--- src/rtl/core/sdc_pkg.sv ---
// Shared types, constants and codes for the signal delivery controller.
`default_nettype none

package sdc_pkg;

  // Signal numbering and the signals with fixed meaning.
  localparam int unsigned NumSignals  = 32;
  localparam int unsigned KillSignal  = 9;
  localparam int unsigned StopSignal  = 17;
  localparam int unsigned ContSignal  = 19;
  localparam int unsigned TableDepth  = 32;

  // Field widths.
  localparam int unsigned OpW    = 3;
  localparam int unsigned SigInW = 6;
  localparam int unsigned SigW   = $clog2(TableDepth);
  localparam int unsigned MaskW  = 32;
  localparam int unsigned HandW  = 64;
  localparam int unsigned EntryW = HandW + MaskW;

  // Handler codes.
  localparam logic [HandW-1:0] HandlerDefault = '0;
  localparam logic [HandW-1:0] HandlerIgnore  = HandW'(1);

  // Signals that can be neither caught nor blocked.
  localparam logic [MaskW-1:0] GuardMask =
      (MaskW'(1) << KillSignal) | (MaskW'(1) << StopSignal);

  typedef enum logic [OpW-1:0] {
    OP_SEND       = 3'd0,
    OP_SET_MASK   = 3'd1,
    OP_SET_ACTION = 3'd2,
    OP_DELIVER    = 3'd3,
    OP_RETURN     = 3'd4
  } op_e;

  typedef enum logic [1:0] {
    ST_IDLE,
    ST_EXEC,
    ST_ACT,
    ST_SCAN
  } state_e;

  // Table read address selection.
  typedef enum logic [1:0] {
    RD_SIG,
    RD_ZERO,
    RD_NEXT,
    RD_HOLD
  } rd_sel_e;

  typedef struct packed {
    logic [OpW-1:0]    operation;
    logic [SigInW-1:0] signal_number;
    logic [MaskW-1:0]  mask_in;
    logic [HandW-1:0]  handler_address;
  } item_t;

  // Commands from the controller to the datapath.
  typedef struct packed {
    logic    load;
    logic    exec;
    logic    act;
    logic    scan_init;
    logic    scan_step;
    rd_sel_e rd_sel;
  } ctrl_cmd_t;

  // Status from the datapath to the controller.
  typedef struct packed {
    logic act_read;
    logic deliver_scan;
    logic slot_free;
    logic scan_end;
  } dp_status_t;

endpackage

`default_nettype wire

--- src/rtl/core/sdc_if.sv ---
// Request and response channel interfaces of the signal delivery controller.
`default_nettype none

interface sdc_req_if;
  logic        valid;
  logic        ready;
  logic [2:0]  operation;
  logic [5:0]  signal_number;
  logic [31:0] mask_in;
  logic [63:0] handler_address;

  modport source (output valid, output operation, output signal_number,
                  output mask_in, output handler_address, input ready);
  modport sink (input valid, input operation, input signal_number,
                input mask_in, input handler_address, output ready);
endinterface

interface sdc_rsp_if;
  logic        valid;
  logic        ready;
  logic        status;
  logic [31:0] mask_out;
  logic [63:0] handler_out;
  logic [4:0]  signal_out;
  logic        handler_started;
  logic        killed_flag;
  logic        stopped_flag;

  modport source (output valid, output status, output mask_out, output handler_out,
                  output signal_out, output handler_started, output killed_flag,
                  output stopped_flag, input ready);
  modport sink (input valid, input status, input mask_out, input handler_out,
                input signal_out, input handler_started, input killed_flag,
                input stopped_flag, output ready);
endinterface

`default_nettype wire

--- src/rtl/core/sdc_ram.sv ---
// Generic single-port-write, single-port-read RAM with registered read data.
`default_nettype none

module sdc_ram #(
  parameter int unsigned Width = 8,
  parameter int unsigned Depth = 32
) (
  input  wire logic                     clk_i,
  input  wire logic                     we_i,
  input  wire logic [$clog2(Depth)-1:0] waddr_i,
  input  wire logic [Width-1:0]         wdata_i,
  input  wire logic [$clog2(Depth)-1:0] raddr_i,
  output logic      [Width-1:0]         rdata_o
);

  logic [Width-1:0] mem_q [Depth];

  // Write port.
  always_ff @(posedge clk_i) begin
    if (we_i) begin
      mem_q[waddr_i] <= wdata_i;
    end
  end

  // Registered read port.
  always_ff @(posedge clk_i) begin
    rdata_o <= mem_q[raddr_i];
  end

endmodule

`default_nettype wire

--- src/rtl/core/sdc_ctrl.sv ---
// Controller state machine of the signal delivery controller.
`default_nettype none

module sdc_ctrl
  import sdc_pkg::*;
(
  input  wire logic       clk_i,
  input  wire logic       rst_ni,
  input  wire logic       in_valid_i,
  output logic            in_ready_o,
  input  wire dp_status_t status_i,
  output ctrl_cmd_t       cmd_o
);

  state_e state_q, state_d;

  // State register.
  always_ff @(posedge clk_i or negedge rst_ni) begin
    if (!rst_ni) begin
      state_q <= ST_IDLE;
    end else begin
      state_q <= state_d;
    end
  end

  // Next state and commands.
  always_comb begin
    state_d    = state_q;
    in_ready_o = 1'b0;
    cmd_o      = '{load: 1'b0, exec: 1'b0, act: 1'b0, scan_init: 1'b0,
                   scan_step: 1'b0, rd_sel: RD_SIG};
    unique case (state_q)
      ST_IDLE: begin
        in_ready_o = 1'b1;
        if (in_valid_i) begin
          cmd_o.load = 1'b1;
          state_d    = ST_EXEC;
        end
      end
      ST_EXEC: begin
        if (status_i.act_read) begin
          // Fetch the old table entry first.
          cmd_o.rd_sel = RD_SIG;
          state_d      = ST_ACT;
        end else if (status_i.deliver_scan) begin
          cmd_o.rd_sel    = RD_ZERO;
          cmd_o.scan_init = 1'b1;
          state_d         = ST_SCAN;
        end else if (status_i.slot_free) begin
          cmd_o.exec = 1'b1;
          state_d    = ST_IDLE;
        end
      end
      ST_ACT: begin
        cmd_o.rd_sel = RD_SIG;
        if (status_i.slot_free) begin
          cmd_o.act = 1'b1;
          state_d   = ST_IDLE;
        end
      end
      ST_SCAN: begin
        // The final step waits for room in the output register.
        if (status_i.scan_end && !status_i.slot_free) begin
          cmd_o.rd_sel = RD_HOLD;
        end else begin
          cmd_o.rd_sel    = RD_NEXT;
          cmd_o.scan_step = 1'b1;
          if (status_i.scan_end) begin
            state_d = ST_IDLE;
          end
        end
      end
      default: begin
        state_d = ST_IDLE;
      end
    endcase
  end

endmodule

`default_nettype wire

--- src/rtl/core/sdc_datapath.sv ---
// Datapath: signal state, handler table, scan step logic and result register.
`default_nettype none

module sdc_datapath
  import sdc_pkg::*;
(
  input  wire logic      clk_i,
  input  wire logic      rst_ni,
  input  wire ctrl_cmd_t cmd_i,
  input  wire item_t     item_i,
  output dp_status_t     status_o,
  sdc_rsp_if.source      rsp_o
);

  // Latched request.
  item_t item_q;

  // Process signal state.
  logic [MaskW-1:0] pending_q, pending_d;
  logic [MaskW-1:0] block_q, block_d;
  logic [MaskW-1:0] saved_q, saved_d;
  logic             in_handler_q, in_handler_d;
  logic             killed_q, killed_d;
  logic [SigW-1:0]  idx_q, idx_d;

  // Handler table: entry valid bits and RAM read side.
  logic [TableDepth-1:0] tbl_valid_q;
  logic                  rd_valid_q;
  logic [SigW-1:0]       raddr;
  logic [EntryW-1:0]     rdata;
  logic                  tbl_we;
  logic [HandW-1:0]      entry_hand;
  logic [MaskW-1:0]      entry_mask;

  // Result register.
  logic             rsp_valid_q, rsp_valid_d;
  logic             r_status_q, r_status_d;
  logic [MaskW-1:0] r_mask_q, r_mask_d;
  logic [HandW-1:0] r_hand_q, r_hand_d;
  logic [SigW-1:0]  r_sig_q, r_sig_d;
  logic             r_started_q, r_started_d;
  logic             r_killed_q, r_killed_d;
  logic             r_stopped_q, r_stopped_d;

  // Decoded request.
  logic [SigW-1:0]  sig;
  logic             sig_ok;
  logic             guard_hit;
  logic             act_reject;
  logic [MaskW-1:0] sig_bit;

  // Scan step terms.
  logic             step_active;
  logic             step_user;
  logic             step_stop;
  logic             step_last;
  logic [MaskW-1:0] scan_pending;
  logic             scan_killed;

  assign sig       = item_q.signal_number[SigW-1:0];
  // NumSignals never exceeds the table depth, so this also rejects numbers above 31.
  assign sig_ok    = {1'b0, item_q.signal_number} < (SigInW + 1)'(NumSignals);
  assign guard_hit = |(item_q.mask_in & GuardMask);
  assign sig_bit   = MaskW'(1) << sig;
  assign act_reject = (sig == SigW'(KillSignal)) || (sig == SigW'(StopSignal)) || guard_hit;

  // An entry never written reads as the default action with an empty mask.
  assign entry_hand = rd_valid_q ? rdata[EntryW-1:MaskW] : HandlerDefault;
  assign entry_mask = rd_valid_q ? rdata[MaskW-1:0] : '0;

  // Table read address.
  always_comb begin
    case (cmd_i.rd_sel)
      RD_SIG:  raddr = sig;
      RD_ZERO: raddr = '0;
      RD_NEXT: raddr = idx_q + SigW'(1);
      RD_HOLD: raddr = idx_q;
      default: raddr = idx_q;
    endcase
  end

  assign tbl_we = cmd_i.act && !act_reject;

  sdc_ram #(
    .Width (EntryW),
    .Depth (TableDepth)
  ) u_table (
    .clk_i   (clk_i),
    .we_i    (tbl_we),
    .waddr_i (sig),
    .wdata_i ({item_q.handler_address, item_q.mask_in}),
    .raddr_i (raddr),
    .rdata_o (rdata)
  );

  // One scan step on signal idx_q, using the entry fetched the cycle before.
  always_comb begin
    scan_pending = pending_q;
    scan_killed  = killed_q;
    step_user    = 1'b0;
    step_stop    = 1'b0;
    step_active  = pending_q[idx_q] && !block_q[idx_q];
    if (step_active) begin
      if (entry_hand == HandlerIgnore) begin
        scan_pending[idx_q] = 1'b0;
      end else if (entry_hand == HandlerDefault) begin
        if (idx_q == SigW'(StopSignal)) begin
          // Stop is cancelled by a pending continue, otherwise it halts the scan.
          if (pending_q[ContSignal]) begin
            scan_pending[StopSignal] = 1'b0;
            scan_pending[ContSignal] = 1'b0;
          end else begin
            step_stop = 1'b1;
          end
        end else if (idx_q == SigW'(ContSignal)) begin
          if (!pending_q[StopSignal]) begin
            scan_pending[idx_q] = 1'b0;
          end
        end else begin
          scan_killed         = 1'b1;
          scan_pending[idx_q] = 1'b0;
        end
      end else begin
        step_user           = 1'b1;
        scan_pending[idx_q] = 1'b0;
      end
    end
    step_last = step_user || step_stop || (idx_q == SigW'(NumSignals - 1));
  end

  // Status to the controller.
  always_comb begin
    status_o.act_read     = (op_e'(item_q.operation) == OP_SET_ACTION) && sig_ok;
    status_o.deliver_scan = (op_e'(item_q.operation) == OP_DELIVER) && !in_handler_q;
    status_o.slot_free    = !rsp_valid_q || rsp_o.ready;
    status_o.scan_end     = step_last;
  end

  // Next state and result.
  always_comb begin
    pending_d    = pending_q;
    block_d      = block_q;
    saved_d      = saved_q;
    in_handler_d = in_handler_q;
    killed_d     = killed_q;
    idx_d        = idx_q;
    rsp_valid_d  = rsp_valid_q && !rsp_o.ready;
    r_status_d   = r_status_q;
    r_mask_d     = r_mask_q;
    r_hand_d     = r_hand_q;
    r_sig_d      = r_sig_q;
    r_started_d  = r_started_q;
    r_killed_d   = r_killed_q;
    r_stopped_d  = r_stopped_q;

    if (cmd_i.exec) begin
      // Operations that finish without a table access.
      r_status_d = 1'b0;
      r_mask_d   = '0;
      unique case (op_e'(item_q.operation))
        OP_SEND: begin
          if (sig_ok) begin
            pending_d = pending_q | sig_bit;
          end else begin
            r_status_d = 1'b1;
          end
        end
        OP_SET_MASK: begin
          if (guard_hit) begin
            r_status_d = 1'b1;
          end else begin
            r_mask_d = block_q;
            block_d  = item_q.mask_in;
          end
        end
        OP_SET_ACTION: begin
          r_status_d = 1'b1;
        end
        OP_DELIVER: begin
          r_status_d = 1'b0;
        end
        OP_RETURN: begin
          block_d      = saved_q;
          in_handler_d = 1'b0;
        end
        default: begin
          r_status_d = 1'b1;
        end
      endcase
      rsp_valid_d = 1'b1;
      r_hand_d    = '0;
      r_sig_d     = '0;
      r_started_d = 1'b0;
      r_killed_d  = killed_q;
      r_stopped_d = 1'b0;
    end

    if (cmd_i.act) begin
      // Set action: the old entry is returned even when the change is refused.
      rsp_valid_d = 1'b1;
      r_status_d  = act_reject;
      r_mask_d    = entry_mask;
      r_hand_d    = entry_hand;
      r_sig_d     = '0;
      r_started_d = 1'b0;
      r_killed_d  = killed_q;
      r_stopped_d = 1'b0;
    end

    if (cmd_i.scan_init) begin
      idx_d = '0;
    end

    if (cmd_i.scan_step) begin
      pending_d = scan_pending;
      killed_d  = scan_killed;
      idx_d     = idx_q + SigW'(1);
      if (step_user) begin
        saved_d      = block_q;
        block_d      = entry_mask;
        in_handler_d = 1'b1;
      end
      if (step_last) begin
        rsp_valid_d = 1'b1;
        r_status_d  = 1'b0;
        r_mask_d    = '0;
        r_hand_d    = step_user ? entry_hand : '0;
        r_sig_d     = step_user ? idx_q : '0;
        r_started_d = step_user;
        r_killed_d  = scan_killed;
        r_stopped_d = step_stop;
      end
    end
  end

  // Control and state registers.
  always_ff @(posedge clk_i or negedge rst_ni) begin
    if (!rst_ni) begin
      pending_q    <= '0;
      block_q      <= '0;
      saved_q      <= '0;
      in_handler_q <= 1'b0;
      killed_q     <= 1'b0;
      idx_q        <= '0;
      tbl_valid_q  <= '0;
      rd_valid_q   <= 1'b0;
      rsp_valid_q  <= 1'b0;
    end else begin
      pending_q    <= pending_d;
      block_q      <= block_d;
      saved_q      <= saved_d;
      in_handler_q <= in_handler_d;
      killed_q     <= killed_d;
      idx_q        <= idx_d;
      rd_valid_q   <= tbl_valid_q[raddr];
      rsp_valid_q  <= rsp_valid_d;
      if (tbl_we) begin
        tbl_valid_q[sig] <= 1'b1;
      end
    end
  end

  // Payload registers.
  always_ff @(posedge clk_i) begin
    if (cmd_i.load) begin
      item_q <= item_i;
    end
    r_status_q  <= r_status_d;
    r_mask_q    <= r_mask_d;
    r_hand_q    <= r_hand_d;
    r_sig_q     <= r_sig_d;
    r_started_q <= r_started_d;
    r_killed_q  <= r_killed_d;
    r_stopped_q <= r_stopped_d;
  end

  // Response channel.
  assign rsp_o.valid           = rsp_valid_q;
  assign rsp_o.status          = r_status_q;
  assign rsp_o.mask_out        = r_mask_q;
  assign rsp_o.handler_out     = r_hand_q;
  assign rsp_o.signal_out      = r_sig_q;
  assign rsp_o.handler_started = r_started_q;
  assign rsp_o.killed_flag     = r_killed_q;
  assign rsp_o.stopped_flag    = r_stopped_q;

endmodule

`default_nettype wire

--- src/rtl/core/signal_delivery_controller_core.sv ---
// Top level of the signal delivery controller.
//
//   Channel  Direction  Payload
//   req_i    in         operation, signal_number, mask_in, handler_address
//   rsp_o    out        status, mask_out, handler_out, signal_out,
//                       handler_started, killed_flag, stopped_flag
//
// One transaction at a time: send, set mask, handler return and rejected
// operations end in the execute state, set action in the action state (one
// table read). Deliver scans up to NumSignals signals, one per cycle save the
// last step, which waits for output room; each entry is fetched a step ahead.
// Reset clears all signal state and the table's entry valid bits at once.
// A waiting result never blocks the next request; only the result of a
// following transaction waits for the output register to drain.
`default_nettype none

module signal_delivery_controller_core
  import sdc_pkg::*;
(
  input wire logic  clk_i,
  input wire logic  rst_ni,
  sdc_req_if.sink   req_i,
  sdc_rsp_if.source rsp_o
);

  ctrl_cmd_t  cmd;
  dp_status_t status;
  item_t      item;
  logic       in_ready;

  always_comb begin
    item.operation       = req_i.operation;
    item.signal_number   = req_i.signal_number;
    item.mask_in         = req_i.mask_in;
    item.handler_address = req_i.handler_address;
  end

  assign req_i.ready = in_ready;

  sdc_ctrl u_ctrl (
    .clk_i      (clk_i),
    .rst_ni     (rst_ni),
    .in_valid_i (req_i.valid),
    .in_ready_o (in_ready),
    .status_i   (status),
    .cmd_o      (cmd)
  );

  sdc_datapath u_dp (
    .clk_i    (clk_i),
    .rst_ni   (rst_ni),
    .cmd_i    (cmd),
    .item_i   (item),
    .status_o (status),
    .rsp_o    (rsp_o)
  );

endmodule

`default_nettype wire

--- src/flat_wrapper.sv ---
// flat-port wrapper written by rule: the top's interface ports become plain ports
module signal_delivery_controller_core_flat import sdc_pkg::*;
  (clk_i, rst_ni, req_i_valid, req_i_operation, req_i_signal_number, req_i_mask_in, req_i_handler_address, req_i_ready, rsp_o_valid, rsp_o_status, rsp_o_mask_out, rsp_o_handler_out, rsp_o_signal_out, rsp_o_handler_started, rsp_o_killed_flag, rsp_o_stopped_flag, rsp_o_ready);
  sdc_req_if req_i_i ();
  sdc_rsp_if rsp_o_i ();
  input wire logic clk_i;
  input wire logic rst_ni;
  input wire logic [$bits(req_i_i.valid)-1:0] req_i_valid;
  input wire logic [$bits(req_i_i.operation)-1:0] req_i_operation;
  input wire logic [$bits(req_i_i.signal_number)-1:0] req_i_signal_number;
  input wire logic [$bits(req_i_i.mask_in)-1:0] req_i_mask_in;
  input wire logic [$bits(req_i_i.handler_address)-1:0] req_i_handler_address;
  output wire logic [$bits(req_i_i.ready)-1:0] req_i_ready;
  output wire logic [$bits(rsp_o_i.valid)-1:0] rsp_o_valid;
  output wire logic [$bits(rsp_o_i.status)-1:0] rsp_o_status;
  output wire logic [$bits(rsp_o_i.mask_out)-1:0] rsp_o_mask_out;
  output wire logic [$bits(rsp_o_i.handler_out)-1:0] rsp_o_handler_out;
  output wire logic [$bits(rsp_o_i.signal_out)-1:0] rsp_o_signal_out;
  output wire logic [$bits(rsp_o_i.handler_started)-1:0] rsp_o_handler_started;
  output wire logic [$bits(rsp_o_i.killed_flag)-1:0] rsp_o_killed_flag;
  output wire logic [$bits(rsp_o_i.stopped_flag)-1:0] rsp_o_stopped_flag;
  input wire logic [$bits(rsp_o_i.ready)-1:0] rsp_o_ready;
  assign req_i_i.valid = req_i_valid;
  assign req_i_i.operation = req_i_operation;
  assign req_i_i.signal_number = req_i_signal_number;
  assign req_i_i.mask_in = req_i_mask_in;
  assign req_i_i.handler_address = req_i_handler_address;
  assign req_i_ready = req_i_i.ready;
  assign rsp_o_valid = rsp_o_i.valid;
  assign rsp_o_status = rsp_o_i.status;
  assign rsp_o_mask_out = rsp_o_i.mask_out;
  assign rsp_o_handler_out = rsp_o_i.handler_out;
  assign rsp_o_signal_out = rsp_o_i.signal_out;
  assign rsp_o_handler_started = rsp_o_i.handler_started;
  assign rsp_o_killed_flag = rsp_o_i.killed_flag;
  assign rsp_o_stopped_flag = rsp_o_i.stopped_flag;
  assign rsp_o_i.ready = rsp_o_ready;
  signal_delivery_controller_core u_core (.clk_i(clk_i), .rst_ni(rst_ni), .req_i(req_i_i), .rsp_o(rsp_o_i));
endmodule
--- config.mk ---
export PLATFORM = sky130hd
export DESIGN_NAME = signal_delivery_controller_core_flat
export DESIGN_NICKNAME = d
export VERILOG_FILES = /design/src/rtl/core/sdc_pkg.sv /design/src/rtl/core/sdc_if.sv /design/src/rtl/core/sdc_ram.sv /design/src/rtl/core/sdc_ctrl.sv /design/src/rtl/core/sdc_datapath.sv /design/src/rtl/core/signal_delivery_controller_core.sv /design/src/flat_wrapper.sv
export SDC_FILE = /design/constraint.sdc
export NUM_CORES = 2
export LEC_CHECK = 0
export ABC_AREA = 0
export BUFFER_PORTS_ARGS = -buffer_cell sky130_fd_sc_hd__buf_4
export CAP_MARGIN = 5
export CORE_AREA = 2 2 495 497
export CTS_BUF_LIST = sky130_fd_sc_hd__clkbuf_4 sky130_fd_sc_hd__clkbuf_8
export CTS_CLUSTER_DIAMETER = 200
export DETAILED_ROUTE_END_ITERATION = 16
export DIE_AREA = 0 0 497 499
export PLACE_DENSITY_LB_ADDON = 0.15
export SYNTH_ARGS = -nofsm -noshare
export SYNTH_HDL_FRONTEND = slang
export SYNTH_HIERARCHICAL = 1
export SYNTH_SLANG_ARGS = --single-unit
--- constraint.sdc ---
create_clock -name clk_i -period 24 [get_ports clk_i]
set_input_delay 1.2 -clock clk_i [delete_from_list [all_inputs] [get_ports clk_i]]
set_output_delay 1.2 -clock clk_i [all_outputs]
set_load 0.01 [all_outputs]
Yosys cells after proc, flatten, opt, wreduce, memory -nomap -nowiden
Memory sizes are Yosys's and may differ from the RTL's. A register that Yosys moved wholly into a read port is not among the register bits.
Cells that the tools add are included.

storage, ports and cells
  memories kept = 1
  register bits = 349
  bits in writable memories = 3072
  output and inout port bits = 107
  word-level logic and storage cells = 211

cells by class
  shift operators = 1
  magnitude comparators = 6
  reduce and logical (&&, ||, !) cells = 34
  muxes and demuxes = 117
  bitwise gates (word level) = 4
  equal/unequal tests = 24
  add/subtract/negate cells = 1

memories
  memory                     words  width  read ports  clocked after Yosys merged registers in  write ports  RTL line       text
  u_core.u_dp.u_table.mem_q  32     96     1           1                                        1            sdc_ram.sv:16  logic [Width-1:0] mem_q [Depth];

operator list
  cell                  count
  $mux 32               20
  $mux 64               6
  $mux 1                66
  $eq 64x1->1 const B   1
  $logic_not 64->1      1
  $or 32x32->32         2
  $pmux 32 s2           1
  $mux 5                7
  $and 32x32->32        1
  $not 32->32           1
  $shl 1x5->32 const A  1
  $eq 5x5->1 const B    4
  $pmux 5 s4            1
  $lt 5x6->1 const B    3
  $mux 17               1
  $bmux 1 s5            3
  $mux 12               1
  $mux 2                6
  $demux 1 s5           2
  $ge 5x1->1 const B    2
  $ne 5x5->1 const B    2
  $reduce_and 5->1      2
  $eq 2x2->1 const B    4
  $logic_and 1x1->1     8
  other kinds (22)      41

Longest topological paths before layout
  depth after elaboration = 14
  depth in mapped cells = 23
  mapped depth without buffers = 13

Hierarchy
Netlist, hierarchy kept.

by module, submodules not included
  module        area an instance (um^2)  times used  cells an instance
  sdc_ram       118492.4                 1           5604
  sdc_datapath  14261.2                  1           1152
  sdc_ctrl      173.9                    1           20

Worst setup path before layout
No wires, ideal clock.

  kind = input port to flip-flop
  start = in req_i_valid
  end = reg u_core/u_dp/item_q[0] (netlist name), enable pin
  data arrival time = 8.779 ns
  path slack = 14.499 ns
  path buffers = 0
  stages = 1
  cells stage by stage = nor3b_1

on the way
  longest elaborated chain between the ends = 2

ends and longest elaborated chain
  element               RTL line             text
  from (decl)           flat_wrapper.sv:8    input wire logic [$bits(req_i_i.valid)-1:0] req_i_valid;
  $mux 1                sdc_ctrl.sv:35       if (in_valid_i) begin
  $mux 1                sdc_ctrl.sv:32       unique case (state_q)
  to (signal assigned)  sdc_datapath.sv:266  item_q <= item_i;
  to (decl)             sdc_datapath.sv:16   item_t item_q;

No other way between the ends.
A chain may end at the register's enable or synchronous reset.

==> results.md <==
* Layout cell share with drive strength beyond 1 at 23.54%
* CTS Sinks at 3517
* Core ar. at 242500 µm²
* Average size of a mapped cell at 19.62 µm²
* Inserted Clock Buffers at 578
* First-pass GRT wire length at 526.4 mm
* P&R area growth vs syn at 12.61%
* Worst slew pin tran at 1302 ps
* HP Class: input port to async pin
* YS warnings at 6
* Number of synthesized flops with an enable pin at 3177
* Final Hold Fails at 0
* Number of global-route vias before repair at 70685
* DRT antenna net count at 0
* Period minus WS final at 9284 ps
* Finished Cell Area at 149700 µm²
* Hold_buf cts at 0
* Hold WS at 116.3 ps
* Max clock buf depth at 4
* Starting Density at 54.80%
* Post-CTS setup buffer count at 0
* Largest net degree at the start of global routing at 132
* Vias per inst at 6.573
* Clock transition at path regs at 60 ps
* Die Ht at 499 µm
* Most common cell in the netlist: edfxtp_1
* Leak Pwr at 50.24 nW
* Setup violators final at 0
* Overall power at 16.24 mW
* Status: finished clean
* CP Class: flip-flop to flip-flop
* Setup ws final at 14720 ps
* Placement Cell Area at 138500 µm²
* Detailed Place HPWL at 193.5 mm
* Final std cells w/o fill at 10973
* Inst Count DP at 9955
* Synth async-reset ratio at 3.952%
* Worst Path Arrival at 10030 ps
* GPL Wtd Cong at 0.8569
* Worst R2R End: u_core/u_dp/u_table/rdata_o[51]
* Post-layout util at 61.72%
* Critical path endpoint: u_core/u_dp/u_table/rdata_o[51]
* Syn_nets at 6890
* Die Width at 497 µm
* Top cell type's share of synthesized area at 71.77%
* Residual DRC at 0
* I/O pin total at 216
* Max H-tree Level at 6
* Reg area at 102900 µm²
* Root Driver: clkbuf_8
* R2R Setup Slk at 14720 ps
* Top_reg_cell synth: edfxtp_1
* Final critical-path share of the clock period at 38.68%
* PD cells at 108.5 nW/µm²
* Max FO, Critical Path at 87
* Max-cap violations at 0
* Worst-skew pair later-pin latency at 1100 ps
* Synth area leaders: edfxtp_1, mux4_2, mux2i_1
* Clock Skew at 69.22 ps
* Crit. Startpoint: u_core/u_dp/u_table/rdata_o[88]
* FILL cells at 17035
* Fmax at 107.7 MHz
* Routed via count at 72130
* Area of the multi-input gates at 28330 µm²
* Setup TNS at 0 ps
* Worst setup EP type: flip-flop
* Iter 0 DRT Violations at 9442
* Startpoint types: flip-flop
* Fin. max-slew vios at 0
* Final Net Count at 7448
* Worst R2R Start: u_core/u_dp/u_table/rdata_o[88]
* Synth top cells by count: edfxtp_1, mux2i_1, a22oi_1, mux4_2, nand3_1
* DIE AREA at 248000 µm²
* Total gr overflow at 0
* Netlist cell types at 74
* Sequential share of the synthesized area at 77.41%
* Post-CTS sizing at 0
* Final wirelength at 376.2 mm
* I/O Buffers at 215
* Synthesized area at 132900 µm²
* TritonCTS clock tree: built
* Worst vdd ir at 0.07110 mV
* #FFs+latches synth at 3517
* DR WL/cell at 34.28 µm
* Pre-CTS WS at 14510 ps
* Initial antenna violation count at 13
* RSZ-0062 raised after global routing: no
* Worst slew margin at 13.21%
* Worst path required time at 24750 ps
* Reg2Reg Depth at 17
* Yosys top cell by area: edfxtp_1
* Core Rows at 181
* Total GRT Usage at 29.95%
* TritonRoute pass-1 iters at 6
* Synth Instances at 6776
## power breakdown
part | total, mW | switching [mW] | internal, mW
clock network | 5.11 | 2.31 | 2.80
logic | 3.52 | 2.23 | 1.29
registers | 7.62 | 0.438 | 7.18
total | 16.2 | 4.97 | 11.3
## kinds of logic (layout without fill, tap and decap cells)
group	Yosys count	after routing	share of synthesized area [%]
and+or+nand+nor	577	577	2.250
DFF	3517	3517	77.41
other	0	19	0
AOI/OAI and AO/OA	1001	1001	5.565
adders and majority gates	5	5	0.04706
muxes	1244	1244	13.08
buffers and inverters	429	1405	1.623
xor gates and xnor gates	3	3	0.01977
## flip-flops by register name, indices dropped and copies added (netlist names), 5 cells and up
register	flops
u_core/u_dp/saved_q	32
u_core/u_dp/tbl_valid_q	32
u_core/u_dp/pending_q	32
u_core/u_dp/u_table/rdata_o	96
u_core/u_dp/rsp_o.mask_out	32
u_core/u_dp/rsp_o.handler_out	64
u_core/u_dp/rsp_o.signal_out	5
u_core/u_dp/item_q	105
u_core/u_dp/u_table/mem_q	3072
u_core/u_dp/idx_q	5
u_core/u_dp/block_q	32
## cells in the final DEF (no fill, tap or decap), types with 9 or more instances in the layout
cell type and n:
inv_1 11, nand4_1 50, a22oi_1 515, nand3_1 233, o221ai_1 10, o21ai_0 34
nor2_1 43, a32o_1 67, nor2b_1 15, inv_6 12, clkinv_2 40, dfrtp_1 138
buf_4 374, o21bai_1 22, a21oi_1 128, diode_2 19, clkinvlp_4 20, clkbuf_4 214
mux2i_1 819, and2_1 15, bufinv_16 9, a32oi_1 34, a22o_1 89, buf_12 17
mux2_2 35, nand2_1 75, a31oi_1 56, clkbuf_8 616, edfxtp_1 3177, nand3b_1 11
a211oi_1 9, dfxtp_1 201, mux4_2 386, nor4_1 16, clkinv_1 84, nor2_4 40
## final cells by class
cell class	instances	share of cell area, %
multi-input combinational	2830	18.92
inverter	14	0.04346
tap	3202	2.676
antenna	19	0.03176
sequential	3517	68.75
timing repair buffer	393	2.121
clock inverter	168	0.7197
clock buffer	830	6.737
## critical path, cell delays in order, from the launching register on
cell and delay, ps:
dfxtp_1 310, nor4_1 650, nand4_1 470, or4_4 800, a21o_1 240, a21o_1 230
a31o_2 280, nor2_1 340, a22oi_2 140, buf_4 260, inv_8 470, buf_12 540
buf_4 790, buf_4 920, buf_4 880, mux4_2 600, a22oi_1 230, nand4_1 460
## per-layer routing
| metal | part of all wire, % | global-route usage (%) |
|---|---|---|
| met1 | 39 | 42.29 |
| met2 | 48 | 47.44 |
| met3 | 9.6 | 5.249 |
| met4 | 3.6 | 10.83 |
| met5 | 0.0035 | 0 |
## worst min path at each step
stage                                           start                           to  slack (ps)  depth (start not counted)
after floorplan           u_core/u_dp/tbl_valid_q[18]  u_core/u_dp/tbl_valid_q[18]         430                          1
after global placement    u_core/u_dp/tbl_valid_q[17]  u_core/u_dp/tbl_valid_q[17]         370                          0
after detailed placement  u_core/u_dp/tbl_valid_q[17]  u_core/u_dp/tbl_valid_q[17]         370                          0
after CTS                                      rst_ni         u_core/u_dp/killed_q          70                          1
after global routing                           rst_ni         u_core/u_dp/killed_q         130                          1
final                                          rst_ni         u_core/u_dp/killed_q         120                          1
No activity file was read; power rests on OpenSTA's default activity.
